<file path="src/dtlv_pkg.sv">
`timescale 1ns / 1ps
package dtlv_pkg;

	localparam int unsigned LEN_BYTES_MAX = 4;

	localparam int LEN_CNT_W = 4;
	localparam int LEN_W     = 32;

	// parse phase codes
	localparam logic [2:0] PH_TAG      = 3'd0;
	localparam logic [2:0] PH_LEN      = 3'd1;
	localparam logic [2:0] PH_LLEN     = 3'd2;
	localparam logic [2:0] PH_VAL      = 3'd3;
	localparam logic [2:0] PH_ERR_ZLL  = 3'd4;
	localparam logic [2:0] PH_ERR_LONG = 3'd5;
	localparam logic [2:0] PH_ERR_TRNC = 3'd6;
	localparam logic [2:0] PH_UNUSED   = 3'd7;
	localparam logic [2:0] PH_ERR_BASE = 3'd3;

	// byte kinds
	localparam logic [1:0] KIND_TAG = 2'd0;
	localparam logic [1:0] KIND_LEN = 2'd1;
	localparam logic [1:0] KIND_VAL = 2'd2;
	localparam logic [1:0] KIND_ERR = 2'd3;

	// error codes
	localparam logic [1:0] ERR_NONE  = 2'd0;
	localparam logic [1:0] ERR_ZLL   = 2'd1;
	localparam logic [1:0] ERR_LONG  = 2'd2;
	localparam logic [1:0] ERR_TRUNC = 2'd3;

	localparam logic [7:0] LONG_FORM_BIT = 8'h80;
	localparam logic [7:0] LEN_MASK      = 8'h7F;

	typedef struct packed {
		logic [1:0]       byte_kind;
		logic [7:0]       tag_value;
		logic [LEN_W-1:0] value_length;
		logic [7:0]       byte_out;
		logic             element_end;
		logic [1:0]       error_code;
	} res_t;

endpackage

</file>
<file path="src/dtlv_if.sv">
`timescale 1ns / 1ps
interface dtlv_in_if;
	logic       valid;
	logic       ready;
	logic [7:0] data_byte;
	logic       last_byte;

	modport source (output valid, output data_byte, output last_byte, input ready);
	modport sink (input valid, input data_byte, input last_byte, output ready);
endinterface

interface dtlv_out_if;
	logic        valid;
	logic        ready;
	logic [1:0]  byte_kind;
	logic [7:0]  tag_value;
	logic [31:0] value_length;
	logic [7:0]  byte_out;
	logic        element_end;
	logic [1:0]  error_code;

	modport source (output valid, output byte_kind, output tag_value, output value_length,
		output byte_out, output element_end, output error_code, input ready);
	modport sink (input valid, input byte_kind, input tag_value, input value_length,
		input byte_out, input element_end, input error_code, output ready);
endinterface

</file>
<file path="src/dtlv_decode.sv">
`timescale 1ns / 1ps
module dtlv_decode (
	input  logic          clk,
	input  logic          arst_n,
	input  logic          accept,
	input  logic [7:0]    data_byte,
	input  logic          last_byte,
	output dtlv_pkg::res_t res
);
	import dtlv_pkg::*;

	logic [2:0]           phase_q, phase_d;
	logic [7:0]           tag_q, tag_d;
	logic [LEN_W-1:0]     acc_q, acc_d;
	logic [LEN_CNT_W-1:0] lbl_q, lbl_d;
	logic [LEN_W-1:0]     vbl_q, vbl_d;

	logic [2:0] nxt;
	logic [1:0] kind;
	logic [1:0] code;
	logic       elem_end;
	logic       in_err;
	logic [6:0] n_len;

	assign n_len = 7'(data_byte & LEN_MASK);

	always_comb begin
		nxt      = PH_TAG;
		kind     = KIND_TAG;
		code     = ERR_NONE;
		elem_end = 1'b0;
		in_err   = 1'b0;
		tag_d    = tag_q;
		acc_d    = acc_q;
		lbl_d    = lbl_q;
		vbl_d    = vbl_q;

		unique case (phase_q)
			PH_LEN: begin
				kind = KIND_LEN;
				if ((data_byte & LONG_FORM_BIT) == 8'h00) begin
					acc_d = LEN_W'(data_byte);
					if (data_byte == 8'h00) begin
						elem_end = 1'b1;
					end else begin
						vbl_d = LEN_W'(data_byte);
						nxt   = PH_VAL;
					end
				end else if (n_len == 7'd0) begin
					code = ERR_ZLL;
				end else if (32'(n_len) > LEN_BYTES_MAX) begin
					code = ERR_LONG;
				end else begin
					lbl_d = n_len[LEN_CNT_W-1:0];
					acc_d = '0;
					nxt   = PH_LLEN;
				end
			end
			PH_LLEN: begin
				kind  = KIND_LEN;
				acc_d = {acc_q[LEN_W-9:0], data_byte};
				lbl_d = lbl_q - LEN_CNT_W'(1);
				if (lbl_d == '0) begin
					if (acc_d == '0) begin
						elem_end = 1'b1;
					end else begin
						vbl_d = acc_d;
						nxt   = PH_VAL;
					end
				end else begin
					nxt = PH_LLEN;
				end
			end
			PH_VAL: begin
				kind  = KIND_VAL;
				vbl_d = vbl_q - LEN_W'(1);
				if (vbl_d == '0) begin
					elem_end = 1'b1;
				end else begin
					nxt = PH_VAL;
				end
			end
			PH_ERR_ZLL, PH_ERR_LONG, PH_ERR_TRNC: begin
				in_err = 1'b1;
				kind   = KIND_ERR;
				code   = 2'(phase_q - PH_ERR_BASE);
				nxt    = phase_q;
			end
			default: begin
				// tag byte; the unused phase code behaves the same
				tag_d = data_byte;
				acc_d = '0;
				lbl_d = '0;
				vbl_d = '0;
				nxt   = PH_LEN;
			end
		endcase

		if (code != ERR_NONE && !in_err) begin
			kind     = KIND_ERR;
			elem_end = 1'b0;
			nxt      = PH_ERR_BASE + 3'(code);
		end

		// end of buffer: anything left open is truncated
		if (last_byte) begin
			if (code == ERR_NONE && nxt != PH_TAG) begin
				code     = ERR_TRUNC;
				kind     = KIND_ERR;
				elem_end = 1'b0;
			end
			nxt   = PH_TAG;
			lbl_d = '0;
			vbl_d = '0;
		end

		phase_d = nxt;
	end

	assign res.byte_kind    = kind;
	assign res.tag_value    = tag_d;
	assign res.value_length = acc_d;
	assign res.byte_out     = data_byte;
	assign res.element_end  = elem_end;
	assign res.error_code   = code;

	always_ff @(posedge clk or negedge arst_n) begin
		if (!arst_n) begin
			phase_q <= PH_TAG;
			tag_q   <= '0;
			acc_q   <= '0;
			lbl_q   <= '0;
			vbl_q   <= '0;
		end else if (accept) begin
			phase_q <= phase_d;
			tag_q   <= tag_d;
			acc_q   <= acc_d;
			lbl_q   <= lbl_d;
			vbl_q   <= vbl_d;
		end
	end

	a_last_clears: assert property (@(posedge clk) disable iff (!arst_n)
		accept && last_byte |=> phase_q == PH_TAG && lbl_q == '0 && vbl_q == '0)
		else $error("buffer end did not return to tag phase");

	a_val_nonzero: assert property (@(posedge clk) disable iff (!arst_n)
		phase_q == PH_VAL |-> vbl_q != '0)
		else $error("value phase with no bytes left");

	a_llen_range: assert property (@(posedge clk) disable iff (!arst_n)
		phase_q == PH_LLEN |-> lbl_q != '0 && 32'(lbl_q) <= LEN_BYTES_MAX)
		else $error("length byte count out of range");

	a_no_unused: assert property (@(posedge clk) disable iff (!arst_n)
		phase_q != PH_UNUSED)
		else $error("unused phase reached");

endmodule

</file>
<file path="src/der_tlv_stream_parser_core.sv">
`timescale 1ns / 1ps
// A result is registered into the output register, or into the skid entry while the output register is full.
// Throughput: one byte per cycle while the skid entry is empty; the phase and counter registers close
// their update loop within that cycle.
// A result register plus one skid entry keeps input ready while one result waits.
// Reset (arst_n low) clears the phase, tag, length and counters, empties the output.
module der_tlv_stream_parser_core (
	input  logic clk,
	input  logic arst_n,
	dtlv_in_if.sink    rx,
	dtlv_out_if.source tx
);
	import dtlv_pkg::*;

	res_t res_new;
	res_t out_q;
	res_t skid_q;
	logic out_v_q;
	logic skid_v_q;
	logic fire_in;
	logic fire_out;

	assign rx.ready = !skid_v_q;
	assign fire_in  = rx.valid && rx.ready;
	assign fire_out = out_v_q && tx.ready;

	dtlv_decode u_decode (
		.clk       (clk),
		.arst_n    (arst_n),
		.accept    (fire_in),
		.data_byte (rx.data_byte),
		.last_byte (rx.last_byte),
		.res       (res_new)
	);

	always_ff @(posedge clk or negedge arst_n) begin
		if (!arst_n) begin
			out_v_q  <= 1'b0;
			skid_v_q <= 1'b0;
		end else if (fire_out) begin
			if (skid_v_q) begin
				skid_v_q <= 1'b0;
			end else begin
				out_v_q <= fire_in;
			end
		end else if (fire_in) begin
			if (out_v_q) begin
				skid_v_q <= 1'b1;
			end else begin
				out_v_q <= 1'b1;
			end
		end
	end

	always_ff @(posedge clk) begin
		if (fire_out) begin
			if (skid_v_q) begin
				out_q <= skid_q;
			end else if (fire_in) begin
				out_q <= res_new;
			end
		end else if (fire_in) begin
			if (out_v_q) begin
				skid_q <= res_new;
			end else begin
				out_q <= res_new;
			end
		end
	end

	assign tx.valid        = out_v_q;
	assign tx.byte_kind    = out_q.byte_kind;
	assign tx.tag_value    = out_q.tag_value;
	assign tx.value_length = out_q.value_length;
	assign tx.byte_out     = out_q.byte_out;
	assign tx.element_end  = out_q.element_end;
	assign tx.error_code   = out_q.error_code;

	a_skid_needs_out: assert property (@(posedge clk) disable iff (!arst_n)
		skid_v_q |-> out_v_q)
		else $error("skid entry held with empty output register");

	a_accept_shows: assert property (@(posedge clk) disable iff (!arst_n)
		fire_in && !out_v_q |=> out_v_q)
		else $error("accepted item not presented");

	a_kind_code: assert property (@(posedge clk) disable iff (!arst_n)
		out_v_q |-> (out_q.error_code != ERR_NONE) == (out_q.byte_kind == KIND_ERR))
		else $error("error kind and code disagree");

endmodule
</file>
<file path="src/flat_wrapper.sv">
// flat-port wrapper written by rule: the top's interface ports become plain ports
module der_tlv_stream_parser_core_flat import dtlv_pkg::*;
  (clk, arst_n, rx_valid, rx_data_byte, rx_last_byte, rx_ready, tx_valid, tx_byte_kind, tx_tag_value, tx_value_length, tx_byte_out, tx_element_end, tx_error_code, tx_ready);
  dtlv_in_if rx_i ();
  dtlv_out_if tx_i ();
  input  logic clk;
  input  logic arst_n;
  input wire logic [$bits(rx_i.valid)-1:0] rx_valid;
  input wire logic [$bits(rx_i.data_byte)-1:0] rx_data_byte;
  input wire logic [$bits(rx_i.last_byte)-1:0] rx_last_byte;
  output wire logic [$bits(rx_i.ready)-1:0] rx_ready;
  output wire logic [$bits(tx_i.valid)-1:0] tx_valid;
  output wire logic [$bits(tx_i.byte_kind)-1:0] tx_byte_kind;
  output wire logic [$bits(tx_i.tag_value)-1:0] tx_tag_value;
  output wire logic [$bits(tx_i.value_length)-1:0] tx_value_length;
  output wire logic [$bits(tx_i.byte_out)-1:0] tx_byte_out;
  output wire logic [$bits(tx_i.element_end)-1:0] tx_element_end;
  output wire logic [$bits(tx_i.error_code)-1:0] tx_error_code;
  input wire logic [$bits(tx_i.ready)-1:0] tx_ready;
  assign rx_i.valid = rx_valid;
  assign rx_i.data_byte = rx_data_byte;
  assign rx_i.last_byte = rx_last_byte;
  assign rx_ready = rx_i.ready;
  assign tx_valid = tx_i.valid;
  assign tx_byte_kind = tx_i.byte_kind;
  assign tx_tag_value = tx_i.tag_value;
  assign tx_value_length = tx_i.value_length;
  assign tx_byte_out = tx_i.byte_out;
  assign tx_element_end = tx_i.element_end;
  assign tx_error_code = tx_i.error_code;
  assign tx_i.ready = tx_ready;
  der_tlv_stream_parser_core u_core (.clk(clk), .arst_n(arst_n), .rx(rx_i), .tx(tx_i));
endmodule
</file>
<file path="config.mk">
export PLATFORM = sky130hd
export DESIGN_NAME = der_tlv_stream_parser_core_flat
export DESIGN_NICKNAME = d
export VERILOG_FILES = /design/src/dtlv_pkg.sv /design/src/dtlv_if.sv /design/src/dtlv_decode.sv /design/src/der_tlv_stream_parser_core.sv /design/src/flat_wrapper.sv
export SDC_FILE = /design/constraint.sdc
export NUM_CORES = 1
export LEC_CHECK = 0
export ABC_AREA = 1
export ABC_CLOCK_PERIOD_IN_PS = 10870
export BUFFER_PORTS_ARGS = -buffer_cell sky130_fd_sc_hd__buf_2
export CORE_MARGIN = 10
export CORE_UTILIZATION = 35
export DETAILED_ROUTE_END_ITERATION = 10
export PLACE_DENSITY = 0.49
export REMOVE_ABC_BUFFERS = 1
export SYNTH_ARGS = -nofsm -noshare
export SYNTH_HDL_FRONTEND = slang
export SYNTH_SLANG_ARGS = --single-unit
</file>
<file path="constraint.sdc">
create_clock -name clk -period 10.87 [get_ports clk]
set_input_delay 0.5435 -clock clk [delete_from_list [all_inputs] [get_ports clk]]
set_output_delay 0.5435 -clock clk [all_outputs]
set_load 0.05 [all_outputs]
</file>
==> impl_metrics.yaml <==
clock_tree:
  clock-sinks: 187
  clk_pin_slew_ns: 0.08
  clk_latency_ns: 0.44
  root_buffer: "clkbuf_16"
  numCtsBuffers: 17
  cts-htree-levels: 4
  cts_buffer_depth: 2
  cts_tree: "built"
  post_cts_buffers: 0
sta:
  hold_viol: 0
  finalCriticalPeriod_ns: 3.56
  rsz0062_at_grt: "false"
  slew_violations: 0
  clock_skew_ns: 0.0194
  setup_tns_ns: 0
  period_share_pct: 32.8
  timing.fmax_ghz: 0.281
  setup_viol: 0
  maxSlewHeadroom_pct: 25.1
  worst-slew-pin-transition_ns: 1.12
worst_setup_path:
  slowest_stage: "nor2_1"
  start_kind: "flop"
  max_stage_delay_ns: 0.75
  r2r_start: "u_core.u_decode.phase_q[0]"
  critPathKind: "reg2reg"
  worst_ep_required_time_ns: 11.04
  critPathMaxFanout: 23
  cp.arrival_ns: 3.73
  rrSetupSlack_ns: 7.31
  crit_top_cell: "inv_1"
  path_cells: "ha_1 > nand2_1 > inv_1 > nor2_1 > inv_1 > nor2_1 > nor3_1 > o21ai_0 > inv_1 > nand2_2 > nor2_2 > nand3_2 > nand2_4 > nand2_2 > a21oi_2"
  crit_path_end_kind: "flop"
  r2r_end: "u_core.tx.element_end"
  reg2reg_depth: 15
logic_synthesis:
  synthArstFlopShare_pct: 43.3
  yosys_warnings: 0
  yosysTopAreaCell: "edfxtp_1"
  ys_types: 36
  postSynthAreaPerCell_um2: 8.55
  synth_area_leaders: "edfxtp_1 34%, dfrtp_1 22%, nand2_1 13%"
  synthesis.area_mm2: 0.00928
  synth_common_cells: "329 x nand2_1, 119 x o21ai_0, 114 x inv_1"
  yosysTopAreaCellShare_pct: 34.3
  ys_ff_latch: 187
  synth_ff_type: "edfxtp_1"
  synth_cells: 1086
  ys_seq_area_share_pct: 56.1
  synth_edf_count: 106
  synth_most_common_cell: "nand2_1"
power:
  power.switching_fraction_pct: 49.4
  power_switching_mw: 1.72
  p_int_mw: 1.76
  vdd_drop_max_uv: 131
  leakagePower_nw: 4.58
  p_per_area_mw_per_mm2: 330
  clock_power_share_pct: 18.2
  pwr-share-comb_pct: 52.3
  seq_power_share_pct: 29.5
grt:
  grt_max_degree: 84
  overflow: 0
  grt_pass1_wl_um: 41400
  grtUsageTotal_pct: 15.5
  antenna_found_initial: 0
  grt_pass1_vias: 7342
route:
  drtIter0Drc: 523
  avgRoutedWirePerCell_um: 17.2
  drc: 0
  num_vias: 7326
  routed_wl_um: 25500
  firstDrtPassIters: 7
  vias_per_cell: 4.93
  ant_nets: 0
layout:
  drive_above_1_share_pct: 13.1
  final_cells: 1486
  nets: 1160
  area_delta_synth_final_pct: 13.7
  antenna_cells: 0
place:
  dp_cells: 1453
  portBuffers: 67
  place_congestion: 0.899
  dpl.hpwl_um: 17500
hold_path:
  hold_path_end: "u_core.skid_q[6]"
  hold_depth: 1
  hp-class: "in2reg"
  holdCritStartpoint: "rx_data_byte[3]"
floorplan:
  dieArea_mm2: 0.0334
  ios: 68
  rows: 59
  start_util_pct: 35.6
  die_h_um: 183
  core_region_area_mm2: 0.0261
  die_x_um: 183
outcome:
  status: "completed"
run:
  cap_violations: 0
-- metrics by stage --
stage          instance area (um^2)  util, %  total power [mW]  setup WS, ns  hold slack [ns]
2_1_floorplan                  9120        -              2.38          3.89            0.248
3_3_place_gp                   9960     38.2              2.88          7.39            0.350
3_5_place_dp                   9960     38.2              2.87          7.35            0.349
4_1_cts                       10600     40.5              3.52          7.34            0.290
5_1_grt                       10600     40.5              3.78          6.98            0.299
6_report                      10600     40.5              3.49          7.31            0.305
-- cells in the final DEF (no fill, tap or decap), drive strengths merged --
master / netlist / layout
bufinv: 0 / 1
nand3: 60 / 60
o22ai: 44 / 44
clkinv: 1 / 5
a31o: 1 / 1
nand4: 10 / 10
nor2: 105 / 105
ha: 9 / 9
a21oi: 11 / 11
edfxtp: 106 / 106
buf: 13 / 74
nand2: 344 / 344
o211ai: 2 / 2
o21a: 1 / 1
xor2: 3 / 3
o21ai: 127 / 127
nor3: 1 / 1
inv: 119 / 124
nor4: 6 / 6
or2: 4 / 4
xnor2: 3 / 3
clkinvlp: 0 / 4
dfrtp: 81 / 81
o31ai: 4 / 4
dlygate4sd3: 0 / 1
clkbuf: 29 / 18
o221ai: 1 / 1
a31oi: 1 / 1
-- worst max path at each step --
stage / start / end / cells past startpoint
2_1_floorplan: u_core.tx.valid / u_core.tx.byte_kind[0] / 4
3_3_place_gp: u_core.u_decode.phase_q[0] / u_core.tx.element_end / 15
3_5_place_dp: u_core.u_decode.phase_q[0] / u_core.tx.element_end / 15
4_1_cts: u_core.u_decode.phase_q[0] / u_core.tx.element_end / 15
5_1_grt: u_core.u_decode.phase_q[0] / u_core.tx.value_length[15] / 9
6_report: u_core.u_decode.phase_q[0] / u_core.tx.element_end / 15
-- power by group through the flow --
stage	clock network, mW	registers [mW]	logic (mW)
3_5_place_dp	0	1.04	1.83
3_3_place_gp	0	1.05	1.83
4_1_cts	0.649	1.03	1.84
5_1_grt	0.678	1.05	2.05
6_report	0.634	1.03	1.82
2_1_floorplan	0	1.28	1.10
-- registers in the layout, summed over array words and instances, names as in the netlist --
signal,flops
u_core.tx.value_length,32
u_core.tx.element_end,1
u_core.u_decode.tag_q,8
u_core.tx.valid,1
u_core.u_decode.acc_q,32
u_core.skid_v_q,1
u_core.tx.byte_out,8
u_core.tx.byte_kind,2
u_core.u_decode.phase_q,3
u_core.tx.error_code,2
u_core.u_decode.lbl_q,4
u_core.u_decode.vbl_q,32
u_core.tx.tag_value,8
u_core.skid_q,53
-- kinds of logic (layout without fill, tap and decap cells) --
group | Yosys count | after routing | synth area share (%)
adders and majority gates | 9 | 9 | 1.21
buffers and inverters | 162 | 227 | 6.59
xor gates and xnor gates | 6 | 6 | 0.566
DFF | 187 | 187 | 56.1
and+or+nand+nor | 530 | 530 | 24.2
AOI/OAI and AO/OA | 192 | 192 | 11.3
-- final cells by class --
class | count | area (um^2)
clock inverter | 14 | 156
timing repair buffer | 75 | 400
multi-input combinational | 737 | 3490
fill | 2623 | 15500
sequential | 187 | 5210
tap | 335 | 419
inverter | 120 | 450
clock buffer | 18 | 429
-- critical path: cells and delay by family (launching register included) --
family          cells  cell delay (ns)
flops               1             0.41
buf+inv             3             0.66
compound gates      2             0.16
fa+ha+maj           1             0.20
simple gates        9             1.86
-- what timing repair did --
item / in CTS / in global routing
gates resized for setup: 0 / 0
endpoints found under the hold margin: 3 / 0
hold buffers: 1 / 0
-- layer usage --
layer  up-vias  track usage [%]  wire length [um]
met5         -                0                 0
met4         0             4.07               300
met3        20             3.07              1060
met2       123             25.8             12300
met1      3483             20.2             11800
li1       3700                -                 -
Note: power is estimated with default switching activity, not from simulation.
